### src/rtl/sdfd_pkg.sv
package sdfd_pkg;

   localparam int unsigned FRAME_MIN_BYTES = 22;
   localparam int unsigned POS_W           = 5;
   localparam int unsigned SUM_W           = 20;
   localparam int unsigned RATE_W          = 14;
   localparam int unsigned WEIGHT_W        = 17;
   localparam int unsigned RSP_DATA_W      = 64;

   localparam logic [7:0] SYNC_CODE = 8'hFF;
   localparam logic [7:0] ADDR_CODE = 8'h10;

   localparam logic [POS_W-1:0] VOL_FIRST  = POS_W'(2);
   localparam logic [POS_W-1:0] TOT_FIRST  = POS_W'(8);
   localparam logic [POS_W-1:0] TOT_END    = POS_W'(14);
   localparam logic [POS_W-1:0] ADDR_POS   = POS_W'(15);
   localparam logic [POS_W-1:0] RATE_FIRST = POS_W'(16);
   localparam logic [POS_W-1:0] RATE_END   = POS_W'(20);
   localparam logic [POS_W-1:0] POS_FULL   = POS_W'(FRAME_MIN_BYTES);

   typedef enum logic [2:0] {
      ST_OK    = 3'd0,
      ST_SYNC  = 3'd1,
      ST_DIGIT = 3'd2,
      ST_SHORT = 3'd3,
      ST_FAULT = 3'd4
   } status_type;

   typedef struct packed {
      logic [7:0] data_byte;
      logic       frame_end;
      logic       capture_fault;
   } item_type;

   typedef struct packed {
      logic       bad;
      logic [3:0] value;
   } digit_type;

   // bit0 is the decimal point; blank counts as zero
   function automatic digit_type main_digit(input logic [7:0] raw);
      digit_type d;
      d = '{bad: 1'b0, value: 4'd0};
      unique case (raw & 8'hFE)
         8'hFC: d.value = 4'd0;
         8'h60: d.value = 4'd1;
         8'hDA: d.value = 4'd2;
         8'hF2: d.value = 4'd3;
         8'h66: d.value = 4'd4;
         8'hB6: d.value = 4'd5;
         8'hBE: d.value = 4'd6;
         8'hE0: d.value = 4'd7;
         8'hFE: d.value = 4'd8;
         8'hE6: d.value = 4'd9;
         8'h00: d.value = 4'd0;
         default: d.bad = 1'b1;
      endcase
      return d;
   endfunction

   // bit7 is the decimal point
   function automatic digit_type rate_digit(input logic [7:0] raw);
      digit_type d;
      d = '{bad: 1'b0, value: 4'd0};
      unique case (raw & 8'h7F)
         8'h3F: d.value = 4'd0;
         8'h06: d.value = 4'd1;
         8'h5B: d.value = 4'd2;
         8'h4F: d.value = 4'd3;
         8'h66: d.value = 4'd4;
         8'h6D: d.value = 4'd5;
         8'h7D: d.value = 4'd6;
         8'h07: d.value = 4'd7;
         8'h7F: d.value = 4'd8;
         8'h6F: d.value = 4'd9;
         default: d.bad = 1'b1;
      endcase
      return d;
   endfunction

   function automatic logic [WEIGHT_W-1:0] weight6(input logic [2:0] idx);
      logic [WEIGHT_W-1:0] w;
      unique case (idx)
         3'd0: w = WEIGHT_W'(1);
         3'd1: w = WEIGHT_W'(10);
         3'd2: w = WEIGHT_W'(100);
         3'd3: w = WEIGHT_W'(1000);
         3'd4: w = WEIGHT_W'(10000);
         3'd5: w = WEIGHT_W'(100000);
         default: w = '0;
      endcase
      return w;
   endfunction

   // digit times a power of ten, wrapped to SUM_W bits
   function automatic logic [SUM_W-1:0] weigh(input logic [3:0] value,
                                              input logic [2:0] idx);
      logic [SUM_W-1:0] v;
      logic [SUM_W-1:0] w;
      v = {{(SUM_W-4){1'b0}}, value};
      w = {{(SUM_W-WEIGHT_W){1'b0}}, weight6(idx)};
      return v * w;
   endfunction

endpackage

### src/rtl/segment_display_frame_decoder.sv
// Channel  Dir  Word                      Sideband
// req      in   tdata[7:0] bus byte       tlast frame end, tuser capture fault
// rsp      out  tdata[63:0] frame result  none
//
// One byte per cycle unless a frame end waits on a stalled result; each byte
// is registered, then decoded through a segment table and added into the
// frame sums. A frame result is registered on rsp when its last byte leaves
// the input register. Reset is synchronous and clears the frame state and
// both valid stages. A stalled result holds rsp and stops the next frame end
// in the input register and bytes behind it; earlier ones still reach the sums.
module segment_display_frame_decoder (
   input  logic        clock,
   input  logic        reset,
   input  logic        req_tvalid,
   output logic        req_tready,
   input  logic [7:0]  req_tdata,   // [7:0] data_byte
   input  logic        req_tlast,   // frame_end
   input  logic        req_tuser,   // capture_fault
   output logic        rsp_tvalid,
   input  logic        rsp_tready,
   output logic [63:0] rsp_tdata    // [19:0] volume, [39:20] total, [53:40] rate,
                                    // [56:54] status, [63:57] zero
);
   import sdfd_pkg::*;

   item_type req_item;
   item_type item;
   logic     item_valid;
   logic     take;

   assign req_item = '{data_byte: req_tdata, frame_end: req_tlast,
                       capture_fault: req_tuser};

   sdfd_in_reg u_in_reg (
      .clock      (clock),
      .reset      (reset),
      .req_tvalid (req_tvalid),
      .req_tready (req_tready),
      .req_item   (req_item),
      .take       (take),
      .item_valid (item_valid),
      .item       (item)
   );

   sdfd_decode u_decode (
      .clock      (clock),
      .reset      (reset),
      .item_valid (item_valid),
      .item       (item),
      .take       (take),
      .rsp_tvalid (rsp_tvalid),
      .rsp_tready (rsp_tready),
      .rsp_tdata  (rsp_tdata)
   );

endmodule

### src/rtl/sdfd_in_reg.sv
module sdfd_in_reg (
   input  logic                clock,
   input  logic                reset,
   input  logic                req_tvalid,
   output logic                req_tready,
   input  sdfd_pkg::item_type  req_item,
   input  logic                take,
   output logic                item_valid,
   output sdfd_pkg::item_type  item
);
   import sdfd_pkg::*;

   logic     valid_ff;
   logic     valid_in;
   item_type item_ff;
   logic     load;

   assign req_tready = !valid_ff || take;
   assign load       = req_tvalid && req_tready;
   assign valid_in   = load || (valid_ff && !take);

   always_ff @(posedge clock) begin
      if (reset) begin
         valid_ff <= 1'b0;
      end else begin
         valid_ff <= valid_in;
      end
   end

   always_ff @(posedge clock) begin
      if (load) begin
         item_ff <= req_item;
      end
   end

   assign item_valid = valid_ff;
   assign item       = item_ff;

endmodule

### src/rtl/sdfd_decode.sv
module sdfd_decode (
   input  logic                           clock,
   input  logic                           reset,
   input  logic                           item_valid,
   input  sdfd_pkg::item_type             item,
   output logic                           take,
   output logic                           rsp_tvalid,
   input  logic                           rsp_tready,
   output logic [sdfd_pkg::RSP_DATA_W-1:0] rsp_tdata
);
   import sdfd_pkg::*;

   logic [POS_W-1:0]  pos_ff,       pos_in;
   logic [SUM_W-1:0]  vol_ff,       vol_in;
   logic [SUM_W-1:0]  tot_ff,       tot_in;
   logic [RATE_W-1:0] rate_ff,      rate_in;
   logic              sync_bad_ff,  sync_bad_in;
   logic              digit_bad_ff, digit_bad_in;
   logic              rsp_valid_ff, rsp_valid_in;
   logic [SUM_W-1:0]  rsp_vol_ff,   rsp_vol_in;
   logic [SUM_W-1:0]  rsp_tot_ff,   rsp_tot_in;
   logic [RATE_W-1:0] rsp_rate_ff,  rsp_rate_in;
   status_type        rsp_status_ff, rsp_status_in;

   digit_type         mdig;
   digit_type         rdig;
   logic [SUM_W-1:0]  vol_add;
   logic [SUM_W-1:0]  tot_add;
   logic [SUM_W-1:0]  rate_add;
   logic [SUM_W-1:0]  vol_next;
   logic [SUM_W-1:0]  tot_next;
   logic [RATE_W-1:0] rate_next;
   logic [POS_W-1:0]  pos_next;
   logic              sync_next;
   logic              digit_next;
   logic              emit;

   assign take = item_valid && (!item.frame_end || !rsp_valid_ff || rsp_tready);
   assign emit = take && item.frame_end;

   assign mdig     = main_digit(item.data_byte);
   assign rdig     = rate_digit(item.data_byte);
   assign vol_add  = weigh(mdig.value, 3'(pos_ff - VOL_FIRST));
   assign tot_add  = weigh(mdig.value, 3'(pos_ff - TOT_FIRST));
   assign rate_add = weigh(rdig.value, 3'(pos_ff - RATE_FIRST));

   always_comb begin
      vol_next   = vol_ff;
      tot_next   = tot_ff;
      rate_next  = rate_ff;
      sync_next  = sync_bad_ff;
      digit_next = digit_bad_ff;
      pos_next   = pos_ff;
      if (pos_ff < POS_FULL) begin
         pos_next = pos_ff + POS_W'(1);
         priority if (pos_ff < VOL_FIRST) begin
            if (item.data_byte != SYNC_CODE) sync_next = 1'b1;
         end else if (pos_ff < TOT_FIRST) begin
            if (mdig.bad) digit_next = 1'b1;
            else          vol_next   = vol_ff + vol_add;
         end else if (pos_ff < TOT_END) begin
            if (mdig.bad) digit_next = 1'b1;
            else          tot_next   = tot_ff + tot_add;
         end else if (pos_ff == ADDR_POS) begin
            if (item.data_byte != ADDR_CODE) sync_next = 1'b1;
         end else if (pos_ff >= RATE_FIRST && pos_ff < RATE_END) begin
            if (rdig.bad) digit_next = 1'b1;
            else          rate_next  = rate_ff + rate_add[RATE_W-1:0];
         end else begin
            // bytes 14, 20 and 21 are only counted
            pos_next = pos_ff + POS_W'(1);
         end
      end
   end

   always_comb begin
      priority if (item.capture_fault)  rsp_status_in = ST_FAULT;
      else if (pos_next < POS_FULL)     rsp_status_in = ST_SHORT;
      else if (sync_next)               rsp_status_in = ST_SYNC;
      else if (digit_next)              rsp_status_in = ST_DIGIT;
      else                              rsp_status_in = ST_OK;
   end

   assign rsp_vol_in  = (rsp_status_in == ST_OK) ? vol_next  : '0;
   assign rsp_tot_in  = (rsp_status_in == ST_OK) ? tot_next  : '0;
   assign rsp_rate_in = (rsp_status_in == ST_OK) ? rate_next : '0;

   // frame end puts the accumulators back to their reset values
   assign pos_in       = !take ? pos_ff       : (item.frame_end ? '0   : pos_next);
   assign vol_in       = !take ? vol_ff       : (item.frame_end ? '0   : vol_next);
   assign tot_in       = !take ? tot_ff       : (item.frame_end ? '0   : tot_next);
   assign rate_in      = !take ? rate_ff      : (item.frame_end ? '0   : rate_next);
   assign sync_bad_in  = !take ? sync_bad_ff  : (!item.frame_end && sync_next);
   assign digit_bad_in = !take ? digit_bad_ff : (!item.frame_end && digit_next);
   assign rsp_valid_in = emit || (rsp_valid_ff && !rsp_tready);

   always_ff @(posedge clock) begin
      if (reset) begin
         pos_ff       <= '0;
         vol_ff       <= '0;
         tot_ff       <= '0;
         rate_ff      <= '0;
         sync_bad_ff  <= 1'b0;
         digit_bad_ff <= 1'b0;
         rsp_valid_ff <= 1'b0;
      end else begin
         pos_ff       <= pos_in;
         vol_ff       <= vol_in;
         tot_ff       <= tot_in;
         rate_ff      <= rate_in;
         sync_bad_ff  <= sync_bad_in;
         digit_bad_ff <= digit_bad_in;
         rsp_valid_ff <= rsp_valid_in;
      end
   end

   always_ff @(posedge clock) begin
      if (emit) begin
         rsp_vol_ff    <= rsp_vol_in;
         rsp_tot_ff    <= rsp_tot_in;
         rsp_rate_ff   <= rsp_rate_in;
         rsp_status_ff <= rsp_status_in;
      end
   end

   assign rsp_tvalid = rsp_valid_ff;
   assign rsp_tdata  = {{(RSP_DATA_W-2*SUM_W-RATE_W-3){1'b0}},
                        rsp_status_ff, rsp_rate_ff, rsp_tot_ff, rsp_vol_ff};

endmodule

### config.mk
export PLATFORM = sky130hd
export DESIGN_NAME = segment_display_frame_decoder
export DESIGN_NICKNAME = d
export VERILOG_FILES = /design/src/rtl/sdfd_pkg.sv /design/src/rtl/segment_display_frame_decoder.sv /design/src/rtl/sdfd_in_reg.sv /design/src/rtl/sdfd_decode.sv
export SDC_FILE = /design/constraint.sdc
export NUM_CORES = 1
export LEC_CHECK = 0
export BUFFER_PORTS_ARGS = -buffer_cell sky130_fd_sc_hd__buf_2
export CORE_ASPECT_RATIO = 0.7
export CORE_MARGIN = 2
export CORE_UTILIZATION = 30
export DETAILED_ROUTE_END_ITERATION = 6
export PLACE_DENSITY = 0.48
export SYNTH_ARGS = -nofsm -noshare
export SYNTH_HDL_FRONTEND = slang
export SYNTH_SLANG_ARGS = --single-unit
### constraint.sdc
create_clock -name clock -period 7.6 [get_ports clock]
set_input_delay 0.76 -clock clock [delete_from_list [all_inputs] [get_ports clock]]
set_output_delay 0.76 -clock clock [all_outputs]
set_load 0.05 [all_outputs]
# Yosys cells after proc, flatten, opt, wreduce, memory -nomap -nowiden

Cells that the tools add are included.

Register bits after elaboration: 130
Input bits: 14
Output and inout bits: 66
Word-level logic and storage cells: 140

Add/sub/neg operators: 7
$mul: 3
$lt $le $gt $ge: 7
Equal/unequal tests: 38
Mux-type cells: 45
Reductions and logical operators: 25

Operator list:

| operator             | number |
|---|---|
| $pmux W17 S6         | 3 |
| $mux W20             | 11 |
| $mux W14             | 8 |
| $eq A7 B7 Y1 const B | 15 |
| $pmux W4 S9          | 2 |
| $add A20 B20 Y20     | 2 |
| $mul A4 B17 Y20      | 2 |
| $eq A7 B6 Y1 const B | 3 |
| $eq A3 B2 Y1 const B | 6 |
| $eq A3 B3 Y1 const B | 6 |
| $mul A4 B17 Y14      | 1 |
| $lt A5 B5 Y1 const B | 3 |
| $mux W1              | 15 |
| $add A14 B14 Y14     | 1 |
| $eq A7 B3 Y1 const B | 2 |
| $logic_not A3 Y1     | 4 |
| $reduce_or A11 Y1    | 1 |
| $lt A5 B4 Y1 const B | 2 |
| $mux W5              | 2 |
| $reduce_or A10 Y1    | 1 |
| $eq A3 B1 Y1 const B | 3 |
| $mux W3              | 3 |
| $logic_and A1 B1 Y1  | 8 |
| $logic_not A8 Y1     | 1 |
| 11 further kinds     | 20 |

# Depth between registers and ports, before layout

Depth in word-level cells: 14
Gate-level depth with buffers: 23
Depth with buffers taken out: 21

# By module

From an unflattened synthesis, not the netlist that was laid out.

Cells, all modules: 1445
Area, all modules: 12294.3 sq um

By module, submodules not included:

| module      | instances | cells an instance | area each (sq um) | sequential area each (sq um) |
|---|---|---|---|---|
| sdfd_decode | 1         | 1430              | 11939.0           | 2952.8 |
| sdfd_in_reg | 1         | 15                | 355.3             | 320.3 |

# Least setup slack after synthesis

Ideal clock, no wire load.

Kind: register to register
From: reg u_in_reg.item_ff (netlist bit u_in_reg.item[4])
To: reg u_decode.rsp_vol_ff[19] (data pin)
Library setup time: 0.258 ns
Arrival time: 5.121 ns
Path slack: 2.220 ns
Cell stages (with the launch flop): 22
Clock period less this slack: 5.380 ns
Path through: edfxtp_1 -> buf_2 -> nand2_1 -> o21ai_0 -> a41o_1 -> a31oi_1 -> clkbuf_1 -> nor2_1 -> fa_1 -> fa_1 -> inv_1 -> fa_1 -> inv_1 -> ha_1 -> and3_1 -> a221o_1 -> a21oi_1 -> a31oi_1 -> o41ai_1 -> nor3_1 -> a21oi_1 -> a21oi_2

Longest elaborated chain between the ends: 14
Elaborated cells on any way between the ends: 52

Ends and longest elaborated chain:

| element                                                  | line               | RTL |
|---|---|---|
| start, declared                                          | sdfd_in_reg.sv:15  | `item_type item_ff;` |
| start signal, assigned                                   | sdfd_in_reg.sv:32  | `item_ff <= req_item;` |
| branches (longest 14 deep; another with $mul A4 B17 Y20) | -                  |  |
| end signal, assigned                                     | sdfd_decode.sv:119 | `rsp_vol_ff <= rsp_vol_in;` |
| end, declared                                            | sdfd_decode.sv:20  | `logic [SUM_W-1:0] rsp_vol_ff, rsp_vol_in;` |

Parallel ways; which one is timed is not known.
A chain may end at the register's enable or synchronous reset.

# Worst setup path in the final report

From: reg u_in_reg.item_ff (netlist bit u_in_reg.item[8])
To: reg u_decode.rsp_vol_ff[19] (data pin)

Same word-level chain as after synthesis.

==> results.toml <==
[floorplanning]
die_w_um = 245.1
start_util_pct = 30.58
pin_count = 80
core_um2 = 39920
rows = 61
die_area_um2 = 42340
die_y_um = 172.8

[timing]
rsz0062_at_grt = "no"
setup_ws_ns = 1.236
fin_crit_ns = 6.364
setup_tns_ns = 0
whs_ns = 0.4755
slew_violations = 0
setup_violations = 0
max_freq_mhz = 157.1
hold_viol_final = 0
skew_ns = 0.01102
tightest_slew_ns = 1.169
finalCritPeriodShare_pct = 83.74
slew_headroom_pct = 22.09

[critical_path]
worstPathRequired_ns = 7.77
cp_top_family = "compound AO/OA/AOI/OAI gates"
crit_buf_inv = 2
path_cells = "nor4b_1 -> and3_1 -> a41o_1 -> a31oi_2 -> nor2_1 -> fa_1 -> fa_1 -> inv_1 -> fa_1 -> inv_1 -> ha_1 -> and3_1 -> a221o_1 -> a21oi_1 -> a31oi_1 -> o41ai_1 -> nor3_1 -> a21oi_1 -> a21oi_2"
crit_type = "reg -> reg"
cp-start-kind = "register"
cp_slowest_cell = "a31oi_2"
cp_max_fo = 16
crit_arrival_ns = 6.53
r2r_setup_slack_ns = 1.24
crit_path_frequent_cell = "fa_1"
critPathCaptureType = "register"
cp_slowest_stage_delay_ns = 0.69

[synth]
yosys_warnings = 0
synth_edf_count = 67
synthDistinctLibCells = 70
synthCells = 1430
synth_area_um2 = 12210
ys_seq_elements = 130
synth_area_per_cell_um2 = 8.536
synthArstFlopShare_pct = 0
seq_area_frac_synth_pct = 26.81
synthFlopType = "edfxtp_1"

[route]
met3WireLength_um = 1082
drtIter0Drc = 579
vias = 9535
antenna_left = 0
routed_via_density = 4.702
wl_met1_um = 17030
wl_met2_um = 13530
post_drt_wl_per_cell_um = 15.74
drt_drc_violations_left = 0
top_layer = "met4"
postRouteWirelength_um = 31910
firstDrtPassIters = 7

[clock_network]
root_buffer = "clkbuf_16"
htreeDepth = 4
post_cts_buffers = 0
tritoncts = "built"
cts_resized = 0
clk_pin_slew_ns = 0.07
cts_inserted_buffers = 17
insertion_delay_ns = 0.45
clock_path_buffers = 2
clock_sinks = 130
cts_hold_buf = 0

[layout]
fin_cells = 2028
final_core_util_pct = 34.44
drive_above_1_share_pct = 12.32
final_cell_area_um2 = 13750
n_antenna_cell = 0
final_cell_mix = "inv_1 (247), nor2_1 (224), nand2_1 (107)"
synthToLayoutAreaGrowth_pct = 12.61
fillers = 4242
seq_area_um2 = 3273
multi_input_area_um2 = 7757
final_common_cell = "inv_1"
nets = 1694

[status]
status = "finished clean"

[run]
maxCapViolCount = 0

[power_and_ir_drop]
p_leak_nw = 6.201
p_per_area_nw_per_um2 = 126.7
power_mw = 1.742
irDropWorstVdd_uv = 161.9

[global_route]
grt_usage_pct = 15.69
grt_pass1_wl_um = 52270
grt_pass1_vias = 9485
overflow = 0
antenna_found_initial = 0
grt_max_degree = 65

[hold_path]
hp-class = "reg -> reg"

[placement]
place.gp.congestion = 0.8575
place_area_um2 = 13110
dp_hpwl_um = 23900
pre_cts_slack_ns = 1.321
dp.cells = 1996
io_buffers = 72
-- where the power goes --
group	total, mW	internal, mW	switching (mW)
clock network	0.911	0.556	0.355
logic	0.0779	0.0178	0.0601
registers	0.753	0.742	0.0112
-- worst paths after layout --
check,startpoint,end,cells after the start
worst max-delay path,u_in_reg.item[8],u_decode.rsp_vol_ff[19],19
worst min-delay path,u_decode.rate_ff[5],u_decode.rate_ff[5],2
worst max register to register,u_in_reg.item[8],u_decode.rsp_vol_ff[19],19
worst min register to register,u_decode.rate_ff[5],u_decode.rate_ff[5],2
-- per-layer routing --
metal	vias up	global-route usage, %
met4	0	3.354
li1	4751	-
met2	145	23.09
met5	-	0
met3	18	2.747
met1	4621	23.75
-- logic make-up after synthesis --
| kind of cell | after synthesis | synth area share [%] |
|---|---|---|
| AND/OR/NAND/NOR | 484 | 18.01 |
| buffers and inverters | 311 | 10.13 |
| AO/OA/AOI/OAI | 239 | 13.61 |
| adder cells (fa/ha/maj) | 200 | 26.59 |
| flip-flops | 130 | 26.81 |
| XOR/XNOR | 51 | 3.659 |
| multiplexers | 14 | 1.158 |
| other | 1 | 0.03072 |
-- synth_stat cells (all sizes together) (17+ instances only) --
master / count / area, um^2
nand2: 107 / 401.6
xnor2: 34 / 297.8
ha: 101 / 1264
a21o: 20 / 150.1
nand3: 21 / 105.1
nor3: 22 / 120.1
nor2: 226 / 850.8
buf: 31 / 185.2
dfxtp: 63 / 1261
fa: 99 / 1982
a22oi: 44 / 330.3
inv: 247 / 927.1
xor2: 17 / 148.9
o21ai: 36 / 180.2
nand2b: 19 / 118.9
clkbuf: 32 / 120.1
edfxtp: 67 / 2012
a21oi: 73 / 440.4
or2: 25 / 156.4
-- worst min-delay path: stages, from the launching register on --
cell and delay [ns]:
dfxtp_1 0.32, nand2_1 0.06, a21oi_1 0.05
-- layout make-up --
type                       count  area share (%)
inverter                     248           6.772
clock buffer                  22           3.532
clock inverter                10           1.083
timing repair buffer          88           3.495
sequential                   130           23.81
tap                          535           4.870
multi-input combinational    995           56.44
-- registers in the layout (all words and copies together) (netlist names) --
signal / flops
u_decode.rsp_tvalid: 1
u_decode.digit_bad_ff: 1
u_decode.rsp_tot_ff: 20
u_decode.pos_ff: 5
u_in_reg.item_valid: 1
u_decode.rsp_status_ff: 3
u_decode.tot_ff: 20
u_decode.rsp_rate_ff: 14
u_decode.rate_ff: 14
u_decode.rsp_vol_ff: 20
u_in_reg.item: 10
u_decode.vol_ff: 20
u_decode.sync_bad_ff: 1
Power figures use the tool's default switching activity.
